<file path="src/rtl/cmrg_pkg.sv">
`timescale 1ns / 1ps
`default_nettype none

package cmrg_pkg;

   localparam int NUM_STREAMS_DEFAULT = 1024;

   localparam logic [30:0] MOD1 = 31'd2147483647;
   localparam logic [30:0] MOD2 = 31'd2145483479;
   // 2^31 - MOD2, used to fold the upper bits of a product back below 2^31
   localparam logic [20:0] M2_FOLD = 21'd2000169;

   localparam logic [19:0] COEF_A12 = 20'd63308;
   localparam logic [19:0] COEF_A13 = 20'd183326;
   localparam logic [19:0] COEF_A21 = 20'd86098;
   localparam logic [19:0] COEF_A23 = 20'd539608;

   localparam logic CMD_DRAW = 1'b0;
   localparam logic CMD_LOAD = 1'b1;

   typedef struct packed {
      logic        command;
      logic [9:0]  stream_index;
      logic [30:0] seed_a0;
      logic [30:0] seed_a1;
      logic [30:0] seed_a2;
      logic [30:0] seed_b0;
      logic [30:0] seed_b1;
      logic [30:0] seed_b2;
   } req_type;

   typedef struct packed {
      logic [30:0] sample;
      logic [9:0]  sample_stream;
   } rsp_type;

   typedef struct packed {
      logic [30:0] first_oldest;
      logic [30:0] first_middle;
      logic [30:0] first_newest;
      logic [30:0] second_oldest;
      logic [30:0] second_middle;
      logic [30:0] second_newest;
   } hist_type;

   typedef enum logic [3:0] {
      ST_IDLE,
      ST_LOAD,
      ST_READ,
      ST_MUL,
      ST_RED1,
      ST_RED2,
      ST_RED3,
      ST_RED4,
      ST_SUBM,
      ST_COMB
   } state_type;

   typedef struct packed {
      logic capture;
      logic write_seed;
      logic write_back;
      logic emit;
   } ctrl_cmd_type;

   typedef struct packed {
      logic req_load;
      logic req_in_range;
   } ctrl_status_type;

endpackage

`default_nettype wire

</file>
<file path="src/rtl/cmrg_control.sv">
`timescale 1ns / 1ps
`default_nettype none

module cmrg_control import cmrg_pkg::*; (
   input  logic            clock,
   input  logic            reset,
   input  logic            start,
   input  ctrl_status_type status,
   output logic            busy,
   output ctrl_cmd_type    cmd
);

   state_type state_ff;
   state_type state_in;

   always_ff @(posedge clock) begin
      if (reset) begin
         state_ff <= ST_IDLE;
      end else begin
         state_ff <= state_in;
      end
   end

   always_comb begin
      state_in = state_ff;
      cmd      = '0;
      case (state_ff)
         ST_IDLE: begin
            if (start) begin
               cmd.capture = 1'b1;
               if (!status.req_in_range) begin
                  state_in = ST_IDLE;
               end else if (status.req_load) begin
                  state_in = ST_LOAD;
               end else begin
                  state_in = ST_READ;
               end
            end
         end
         ST_LOAD: begin
            cmd.write_seed = 1'b1;
            state_in       = ST_IDLE;
         end
         ST_READ: state_in = ST_MUL;
         ST_MUL:  state_in = ST_RED1;
         ST_RED1: state_in = ST_RED2;
         ST_RED2: state_in = ST_RED3;
         ST_RED3: state_in = ST_RED4;
         ST_RED4: state_in = ST_SUBM;
         ST_SUBM: state_in = ST_COMB;
         ST_COMB: begin
            cmd.write_back = 1'b1;
            cmd.emit       = 1'b1;
            state_in       = ST_IDLE;
         end
         default: state_in = ST_IDLE;
      endcase
   end

   assign busy = (state_ff != ST_IDLE);

   a_draw_emits: assert property (@(posedge clock) disable iff (reset)
      start && !busy && status.req_in_range && !status.req_load |-> ##8 cmd.emit)
      else $error("draw did not produce a result on time");

   a_load_writes: assert property (@(posedge clock) disable iff (reset)
      start && !busy && status.req_in_range && status.req_load |=> cmd.write_seed)
      else $error("load did not write the seed words");

   a_skip_idle: assert property (@(posedge clock) disable iff (reset)
      start && !busy && !status.req_in_range |=> !busy)
      else $error("out-of-range stream index did not return to idle");

endmodule

`default_nettype wire
</file>
<file path="config.mk">
export PLATFORM = sky130hd
export DESIGN_NAME = cmrg_control
export DESIGN_NICKNAME = d
export VERILOG_FILES = /design/src/rtl/cmrg_pkg.sv /design/src/rtl/cmrg_control.sv
export SDC_FILE = /design/constraint.sdc
export NUM_CORES = 1
export LEC_CHECK = 0
export ABC_AREA = 0
export BUFFER_PORTS_ARGS = -buffer_cell sky130_fd_sc_hd__buf_4
export CORE_AREA = 2 2 39 41
export DETAILED_ROUTE_END_ITERATION = 6
export DIE_AREA = 0 0 41 43
export GPL_TIMING_DRIVEN = 0
export PLACE_DENSITY = 0.52
export SLEW_MARGIN = 10
export SYNTH_ARGS = -nofsm -noshare
export SYNTH_HDL_FRONTEND = slang
export SYNTH_SLANG_ARGS = --single-unit
</file>
<file path="constraint.sdc">
create_clock -name clock -period 1.08 [get_ports clock]
set_input_delay 0.108 -clock clock [delete_from_list [all_inputs] [get_ports clock]]
set_output_delay 0.108 -clock clock [all_outputs]
set_load 0.02 [all_outputs]
</file>
==> results of run 1 <==
## metal layers
metal | GRT usage [%] | vias up | wire, µm
li1 | - | 136 | -
met1 | 11.0 | 122 | 250
met2 | 12.2 | 7 | 307
met3 | 6.28 | 4 | 30
met5 | 0 | - | 0
met4 | 10.0 | 0 | 25
## final timing paths
check / endpoint / slack (ns) / depth (start not counted)
max: cmd[3] / -0.36 / 3
min: state_ff[3] / 0.04 / 2
max reg2reg: state_ff[3] / -0.09 / 3
min reg2reg: state_ff[1] / 0.54 / 2
## cell usage after synthesis (2+ instances only)
| library cell | instances | area (µm²) |
|---|---|---|
| dfxtp_1 | 4 | 80.1 |
| a21oi_1 | 2 | 10.0 |
| nor2_1 | 2 | 7.51 |
| nor3_1 | 2 | 10.0 |
## placed cells by master (no fill, tap or decap)
cell type	n
nor2_1	1
a221oi_2	1
nand3_1	1
clkbuf_4	3
or2_2	1
nor3_4	2
nand3b_1	1
a21oi_1	2
buf_4	9
a21bo_2	1
or4b_1	1
a2111oi_2	1
o21a_1	1
buf_8	1
dfxtp_4	4
nand2b_4	1
nand2_4	1
buf_6	5
or4_4	1
nor2_4	1
nand4b_1	1
inv_1	1
and2_2	1
nand4bb_1	1
## power by group through the flow
stage / Sequential (W) / Combinational [W] / Clock [W]
after floorplan: 0.000164 / 0.000103 / 0
after global placement: 0.000164 / 0.000148 / 0
after detailed placement: 0.000165 / 0.000148 / 0
after CTS: 0.000167 / 0.000159 / 0.000197
after global routing: 0.000167 / 0.000203 / 0.000211
final: 0.000166 / 0.000187 / 0.000190
## logic make-up after synthesis
kind of cell    after synthesis  synth area share [%]
buf+inv                       5                  16.2
flops                         4                  30.5
compound gates                6                  17.1
simple gates                 14                  36.2
## layout make-up
cell class	count	area share (%)
inverter	1	0.785
clock buffer	3	4.71
sequential	4	19.9
timing repair buffer	14	27.5
tap	16	4.19
multi-input combinational	20	41.4
buffer	1	1.57
## through the flow
stage | worst slack [ns] | instances
finish | -0.362 | 59
detailed placement | -0.224 | 54
global placement | -0.214 | 54
global route | -0.405 | 59
floorplan | -0.192 | 29
CTS | -0.384 | 57
## timing repair
item                       4_1_cts  5_1_grt
cloned                           0        0
setup endpoints to repair        7        7
pin swaps                        4        6
resized for setup               16        7
buffers inserted                 3        2
==> results.sh, run 1 <==
export IMPL_run_status="complete, but fails checks"
export IMPL_failed_checks="negative setup slack"
export IMPL_share_of_synthesized_registers_carrying_an_async_set_or_reset_pct=0
export IMPL_global_route_overflow_total=0
export IMPL_routed_wire_length_per_instance_um=10.4
export IMPL_io_pins=10
export IMPL_hold_buffer_count_at_cts=0
export IMPL_worst_skew_pair_latency_ns=0.24
export IMPL_placement_cell_area_um2=369
export IMPL_data_required_time_at_the_worst_endpoint_ns=0.97
export IMPL_buffering_stage_count_on_the_worst_path_with_inverters_included=1
export IMPL_worstSetupEndpointType="output port"
export IMPL_finish_instance_area_um2=478
export IMPL_std_cell_rows=14
export IMPL_synth_warning_count=0
export IMPL_nFillCells=150
export IMPL_die_width_um=41
export IMPL_cts_tree="done"
export IMPL_initial_core_util_pct=19.0
export IMPL_port_buffers=9
export IMPL_timing_critical_path_fanout_max=2
export IMPL_grt_first_pass_wirelength_um=1070
export IMPL_fin_worst_skew_ns=0.00175
export IMPL_drt_pass1_iterations=3
export IMPL_syn_area_per_cell_um2=9.06
export IMPL_timing_final_setup_violations=6
export IMPL_numCtsBuffers=3
export IMPL_vdd_ir_drop_max_v=0.000617
export IMPL_multiInputGateArea_um2=198
export IMPL_synth_cell_types=23
export IMPL_hold_path_startpoint="reset"
export IMPL_worst_setup_path_start_kind="register"
export IMPL_total_leakage_power_nw=0.200
export IMPL_synth_seq_cells=4
export IMPL_cell_internal_power_w=0.000384
export IMPL_detailedPlacementHpwl_um=385
export IMPL_layout_top_registers="state_ff: 4 flops"
export IMPL_grt_start_max_net_pins=11
export IMPL_synthesis_instances=29
export IMPL_cts_sink_count=4
export IMPL_synth_seq_area_share_pct=30.5
export IMPL_route_detailed_drc=0
export IMPL_max_cap_violations=0
export IMPL_area_delta_synth_final_pct=81.9
export IMPL_grt_setup_unrepaired="true"
export IMPL_final_routed_wirelength_um=613
export IMPL_max_slew_margin_rel_pct=83.3
export IMPL_critical_path_start="state_ff[0]"
export IMPL_setup_total_negative_slack_ns=-1.20
export IMPL_grt_pass1_vias=243
export IMPL_finalHoldViolations=0
export IMPL_synth_enable_flop_cells=0
export IMPL_routabilityCongestion=0.628
export IMPL_p_switching_w=0.000159
export IMPL_clock_share_of_power_pct=34.9
export IMPL_fin_worst_hold_slack_ns=0.0372
export IMPL_number_of_h_tree_branching_levels=1
export IMPL_postLayoutSetupSlackWorst_ns=-0.362
export IMPL_crit_chain="or4_4, nor2_4, buf_6"
export IMPL_post_route_min_period_ns=1.44
export IMPL_power_share_switching_pct=29.3
export IMPL_critPathTopFamily="simple AND/OR/NAND/NOR gates"
export IMPL_design_core_area_um2=1380
export IMPL_clock_tree_buffer_depth=2
export IMPL_final_nets=50
export IMPL_postSynthNetCount=34
export IMPL_grt_antenna_before_repair=0
export IMPL_remaining_antenna_violation_count=0
export IMPL_largest_register_ffs=4
export IMPL_dominantRegCellSynth="dfxtp_1"
export IMPL_clockRootBuffer="clkbuf_4"
export IMPL_groute_usage_overall_pct=10.1
export IMPL_worstReg2RegStart="state_ff[0]"
export IMPL_worst_hold_path_type="input port to register"
export IMPL_critical_path_max_stage_delay_ns=0.55
export IMPL_antenna_diode_instance_count=0
export IMPL_vias_per_cell=4.56
export IMPL_fmax_ghz=0.694
export IMPL_power_density_nw_per_um2=1140
export IMPL_die_height_um=43
export IMPL_seqPwrFrac_pct=30.5
export IMPL_layout_core_utilization_pct=34.5
export IMPL_final_max_slew_viol_count=0
export IMPL_regMostFlops="state_ff"
export IMPL_via_count=269
export IMPL_cts_clk_slew_worst_paths_ns=0.04
export IMPL_design_power_total_w=0.000543
export IMPL_worstMarginPinSlew_ns=0.251
export IMPL_finalCritPeriodShare_pct=133
export IMPL_area_sequential_um2=95.1
export IMPL_die_area_um2=1760
export IMPL_detail_route_iter0_violations=4
export IMPL_crit_type="register to output port"
export IMPL_layout_drive_gt1_share_pct=76.7
export IMPL_critPathArrivalTime_ns=1.33
export IMPL_cell_type_of_the_slowest_stage_on_the_worst_timing_path="or4_4"
export IMPL_syn_area_um2=263
export IMPL_p_comb_share_pct=34.5
Power figures use the tool's default switching activity.
==> inputs of run 2 (changes only) <==
--- a/config.mk
+++ b/config.mk
@@ -11,8 +11,7 @@
 export DETAILED_ROUTE_END_ITERATION = 6
 export DIE_AREA = 0 0 41 43
 export GPL_TIMING_DRIVEN = 0
-export PLACE_DENSITY = 0.52
-export SLEW_MARGIN = 10
+export PLACE_DENSITY = 0.51
 export SYNTH_ARGS = -nofsm -noshare
 export SYNTH_HDL_FRONTEND = slang
 export SYNTH_SLANG_ARGS = --single-unit
==> constraint.sdc (replaced) <==
create_clock -name clock -period 1.8 [get_ports clock]
set_input_delay 0.18 -clock clock [delete_from_list [all_inputs] [get_ports clock]]
set_output_delay 0.18 -clock clock [all_outputs]
set_load 0.02 [all_outputs]
==> run 2 against run 1 <==
Compared with the run above:
- the run now ends clean
- clock skew up 0.0034 ns
- die area unchanged
- count of clock-buffer cells in the layout unchanged
- setup slack better by 0.56 ns
- power down 47%
- sequential cell count unchanged
- non-clock buffer count down 2
- register-to-register slack better by 0.76 ns
- design area down 22%
- cell count down 3.4%
- global-route usage down 3.2 points
- routed wire length down 19%
- critical path type unchanged
- critical endpoint unchanged
==> results.sh, run 2 (synthesis results as in run 1) <==
export IMPL_run_status="completed"
export IMPL_power_density_nw_per_um2=773
export IMPL_worstSetupEndpointType="output port"
export IMPL_numCtsBuffers=3
export IMPL_final_nets=48
export IMPL_routed_wire_length_per_instance_um=8.70
export IMPL_drt_pass1_iterations=4
export IMPL_max_cap_violations=0
export IMPL_grt_pass1_vias=230
export IMPL_layout_commonest_cell="buf_4"
export IMPL_cts_repair_resized=0
export IMPL_area_delta_synth_final_pct=41.9
export IMPL_timing_final_setup_violations=0
export IMPL_placement_cell_area_um2=350
export IMPL_cts_clk_slew_worst_paths_ns=0.04
export IMPL_remaining_antenna_violation_count=0
export IMPL_clockRootBuffer="clkbuf_4"
export IMPL_fin_worst_hold_slack_ns=0.120
export IMPL_die_width_um=41
export IMPL_die_area_um2=1760
export IMPL_cts_tree="done"
export IMPL_final_max_slew_viol_count=0
export IMPL_final_instance_count_excl_fill=57
export IMPL_groute_usage_overall_pct=6.83
export IMPL_worst_skew_pair_latency_ns=0.23
export IMPL_finalHoldViolations=0
export IMPL_grt_antenna_before_repair=0
export IMPL_timing_critical_path_fanout_max=10
export IMPL_port_buffers=9
export IMPL_largest_register_ffs=4
export IMPL_fin_worst_skew_ns=0.00519
export IMPL_number_of_h_tree_branching_levels=1
export IMPL_clock_tree_buffer_depth=2
export IMPL_layout_core_utilization_pct=26.9
export IMPL_via_count=240
export IMPL_post_route_min_period_ns=1.60
export IMPL_routabilityCongestion=0.698
export IMPL_data_required_time_at_the_worst_endpoint_ns=1.62
export IMPL_std_cell_rows=14
export IMPL_route_detailed_drc=0
export IMPL_grt_start_max_net_pins=11
export IMPL_finalCritPeriodShare_pct=88.9
export IMPL_worstMarginPinSlew_ns=0.306
export IMPL_vias_per_cell=4.21
export IMPL_regMostFlops="state_ff"
export IMPL_die_height_um=43
export IMPL_detail_route_iter0_violations=10
export IMPL_global_route_overflow_total=0
export IMPL_critPathArrivalTime_ns=1.42
export IMPL_placedCellCount=54
export IMPL_cts_post_setup_buffers_inserted=0
export IMPL_max_slew_margin_rel_pct=79.1
export IMPL_finish_instance_area_um2=373
export IMPL_hold_buffer_count_at_cts=0
export IMPL_worst_setup_path_start_kind="register"
export IMPL_cts_sink_count=4
export IMPL_setup_total_negative_slack_ns=0
export IMPL_total_leakage_power_nw=0.157
export IMPL_final_routed_wirelength_um=496
export IMPL_design_core_area_um2=1380
export IMPL_grt_setup_unrepaired="false"
export IMPL_fmax_ghz=0.625
export IMPL_io_pins=10
export IMPL_worst_hold_path_type="input port to register"
export IMPL_initial_core_util_pct=19.0
export IMPL_grt_first_pass_wirelength_um=814
export IMPL_crit_type="register to output port"
export IMPL_layout_drive_gt1_share_pct=48.8
export IMPL_antenna_diode_instance_count=0
export IMPL_mostFrequentLayoutCells="buf_4, dfxtp_1, clkbuf_4"
export IMPL_layout_top_registers="state_ff: 4 flops"
export IMPL_detailedPlacementHpwl_um=383
export IMPL_vdd_ir_drop_max_v=0.000242
run 2: changes by cell type in the layout (fill, tap and decap cells not counted), sizes merged:
cell    previous run  this run
buf               15        12
clkbuf             3         4
run 2: layout make-up:
class	count	area, µm²
inverter	1	3.75
timing repair buffer	9	67.6
multi-input combinational	20	140
sequential	4	80.1
tap	16	20.0
clock buffer	3	22.5
fill	153	1010
buffer	4	38.8
run 2: path summary, 6_finish.rpt:
check	from	to	slack [ns]	depth (start not counted)
min reg2reg	state_ff[0]	state_ff[0]	0.55	2
max	state_ff[1]	cmd[3]	0.20	4
max reg2reg	state_ff[1]	state_ff[3]	0.67	3
min	reset	state_ff[3]	0.12	2
run 2: metrics by stage:
step | setup slack, ns | power [W]
floorplan | 0.318 | 0.000154
global placement | 0.442 | 0.000181
detailed placement | 0.436 | 0.000182
CTS | 0.187 | 0.000293
global route | 0.0804 | 0.000308
finish | 0.199 | 0.000288
run 2: layer usage:
metal	routed length, µm	GRT usage (%)	vias to the layer above
met3	36	3.14	2
met5	0	0	-
met2	213	8.75	7
met4	5	4.00	0
li1	-	-	129
met1	241	9.00	102
run 2: worst max-delay path, cell delays in order (launching register included):
cell     delay, ns
dfxtp_1       0.31
buf_8         0.13
or4_4         0.51
nor2_1        0.10
buf_4         0.14
run 2: power by group:
part / leakage (nW) / switching, W / internal [W]
combinational: 0.111 / 0.0000384 / 0.0000438
clock: 0.0138 / 0.0000341 / 0.0000744
sequential: 0.0326 / 0.00000265 / 0.0000947
total: 0.157 / 0.0000752 / 0.000213
==> inputs of run 3 (changes only) <==
--- a/config.mk
+++ b/config.mk
@@ -12,6 +12,7 @@
 export DIE_AREA = 0 0 41 43
 export GPL_TIMING_DRIVEN = 0
 export PLACE_DENSITY = 0.51
+export RECOVER_POWER = 50
 export SYNTH_ARGS = -nofsm -noshare
 export SYNTH_HDL_FRONTEND = slang
 export SYNTH_SLANG_ARGS = --single-unit
==> constraint.sdc (replaced) <==
create_clock -name clock -period 1.9 [get_ports clock]
set_input_delay 0.19 -clock clock [delete_from_list [all_inputs] [get_ports clock]]
set_output_delay 0.19 -clock clock [all_outputs]
set_load 0.02 [all_outputs]
==> run 3 against run 2 <==
Compared with the run above:
- power decreased by 5.3%
- clock power shrank 6%
- design area decreased by 0.34%
- via count unchanged
- critical path depth stayed put
- sequential power is 5.2% lower
- worst hold slack improved by 0.010 ns
- sequential share of layout area is 0.072 points higher
- combinational power is 5.5% lower
- clock skew is essentially flat
- routed wire length is the same
- count of clock-buffer cells in the layout stayed put
==> results.sh, run 3 (synthesis results as in run 1) <==
export IMPL_layout_top_registers="state_ff: 4 flops"
export IMPL_drt_pass1_iterations=4
export IMPL_detail_route_iter0_violations=10
export IMPL_timing_final_setup_violations=0
export IMPL_std_cell_rows=14
export IMPL_power_density_nw_per_um2=734
export IMPL_worstSetupEndpointType="output port"
export IMPL_final_max_slew_viol_count=0
export IMPL_clock_tree_buffer_depth=2
export IMPL_die_area_um2=1760
export IMPL_max_cap_violations=0
export IMPL_mostFrequentLayoutCells="buf_4, dfxtp_1, clkbuf_4"
export IMPL_design_core_area_um2=1380
export IMPL_number_of_h_tree_branching_levels=1
export IMPL_grt_antenna_before_repair=0
export IMPL_cts_tree="done"
export IMPL_worst_hold_path_type="input port to register"
export IMPL_numCtsBuffers=3
export IMPL_final_nets=48
export IMPL_grt_setup_unrepaired="false"
export IMPL_postLayoutSetupSlackWorst_ns=0.289
export IMPL_final_routed_wirelength_um=496
export IMPL_die_width_um=41
export IMPL_worst_skew_pair_latency_ns=0.23
export IMPL_critPathArrivalTime_ns=1.42
export IMPL_fin_worst_skew_ns=0.00519
export IMPL_finalHoldViolations=0
export IMPL_worst_setup_path_start_kind="register"
export IMPL_total_leakage_power_nw=0.154
export IMPL_placement_cell_area_um2=350
export IMPL_crit_type="register to output port"
export IMPL_cts_post_setup_buffers_inserted=0
export IMPL_run_status="completed"
export IMPL_remaining_antenna_violation_count=0
export IMPL_io_pins=10
export IMPL_fmax_ghz=0.621
export IMPL_grt_pass1_vias=230
export IMPL_cts_repair_resized=0
export IMPL_cts_clk_slew_worst_paths_ns=0.04
export IMPL_groute_usage_overall_pct=6.83
export IMPL_worstMarginPinSlew_ns=0.352
export IMPL_area_delta_synth_final_pct=41.4
export IMPL_detailedPlacementHpwl_um=383
export IMPL_pre_cts_ws_ns=0.526
export IMPL_finalCritPeriodShare_pct=84.8
export IMPL_timing_critical_path_fanout_max=10
export IMPL_via_count=240
export IMPL_vias_per_cell=4.21
export IMPL_nFillCells=154
export IMPL_hold_buffer_count_at_cts=0
export IMPL_routed_wire_length_per_instance_um=8.70
export IMPL_data_required_time_at_the_worst_endpoint_ns=1.71
export IMPL_post_route_min_period_ns=1.61
export IMPL_layout_core_utilization_pct=26.9
export IMPL_cts_sink_count=4
export IMPL_grt_first_pass_wirelength_um=814
export IMPL_antenna_diode_instance_count=0
export IMPL_routabilityCongestion=0.698
export IMPL_layout_commonest_cell="buf_4"
export IMPL_largest_register_ffs=4
export IMPL_vdd_ir_drop_max_v=0.000226
export IMPL_layout_drive_gt1_share_pct=46.3
export IMPL_regMostFlops="state_ff"
export IMPL_route_detailed_drc=0
export IMPL_max_slew_margin_rel_pct=76.5
export IMPL_global_route_overflow_total=0
export IMPL_grt_start_max_net_pins=11
export IMPL_setup_total_negative_slack_ns=0
export IMPL_finish_instance_area_um2=372
export IMPL_die_height_um=43
export IMPL_port_buffers=9
export IMPL_clockRootBuffer="clkbuf_4"
export IMPL_initial_core_util_pct=19.0
==> run 3: changes by cell type in the layout (fill, tap and decap cells not counted) <==
cell / delta
clkbuf_1: +1
clkbuf_2: -1
==> run 3: worst max-delay path, cell delays in order, from the launching register on <==
cell and delay (ns):
dfxtp_1 0.31, buf_8 0.13, or4_4 0.51, nor2_1 0.10
buf_4 0.14
==> run 3: path summary, 6_finish.rpt <==
check | cells past startpoint | to | slack, ns | startpoint
worst max register to register | 3 | state_ff[3] | 0.73 | state_ff[2]
worst min register to register | 2 | state_ff[0] | 0.55 | state_ff[0]
worst min-delay path | 2 | state_ff[3] | 0.13 | reset
worst max-delay path | 4 | cmd[3] | 0.29 | state_ff[1]
==> run 3: layer usage <==
| metal | vias up | GRT usage [%] | wire (µm) |
|---|---|---|---|
| met4 | 0 | 4.00 | 5 |
| met2 | 7 | 8.75 | 212 |
| li1 | 129 | - | - |
| met5 | - | 0 | 0 |
| met3 | 2 | 3.14 | 36 |
| met1 | 102 | 9.00 | 241 |
==> run 3: final cells by class <==
type	instances	area [µm²]	share of cell area [%]
clock buffer	3	22.5	6.06
multi-input combinational	20	140	37.7
buffer	4	37.5	10.1
inverter	1	3.75	1.01
timing repair buffer	9	67.6	18.2
tap	16	20.0	5.39
sequential	4	80.1	21.5
==> run 3: where the power goes <==
group | leakage [nW] | internal (W) | switching (W) | total (W)
clock | 0.0138 | 0.0000705 | 0.0000324 | 0.000103
sequential | 0.0326 | 0.0000897 | 0.00000250 | 0.0000922
combinational | 0.108 | 0.0000414 | 0.0000364 | 0.0000778
total | 0.154 | 0.000202 | 0.0000713 | 0.000273
==> run 3: through the flow <==
| stage | hold slack (ns) | instances | power (W) |
|---|---|---|---|
| finish | 0.130 | 57 | 0.000273 |
| global route | 0.137 | 57 | 0.000292 |
| CTS | 0.123 | 57 | 0.000278 |
| detailed placement | 0.365 | 54 | 0.000172 |
| global placement | 0.369 | 54 | 0.000172 |
| floorplan | 0.259 | 29 | 0.000146 |
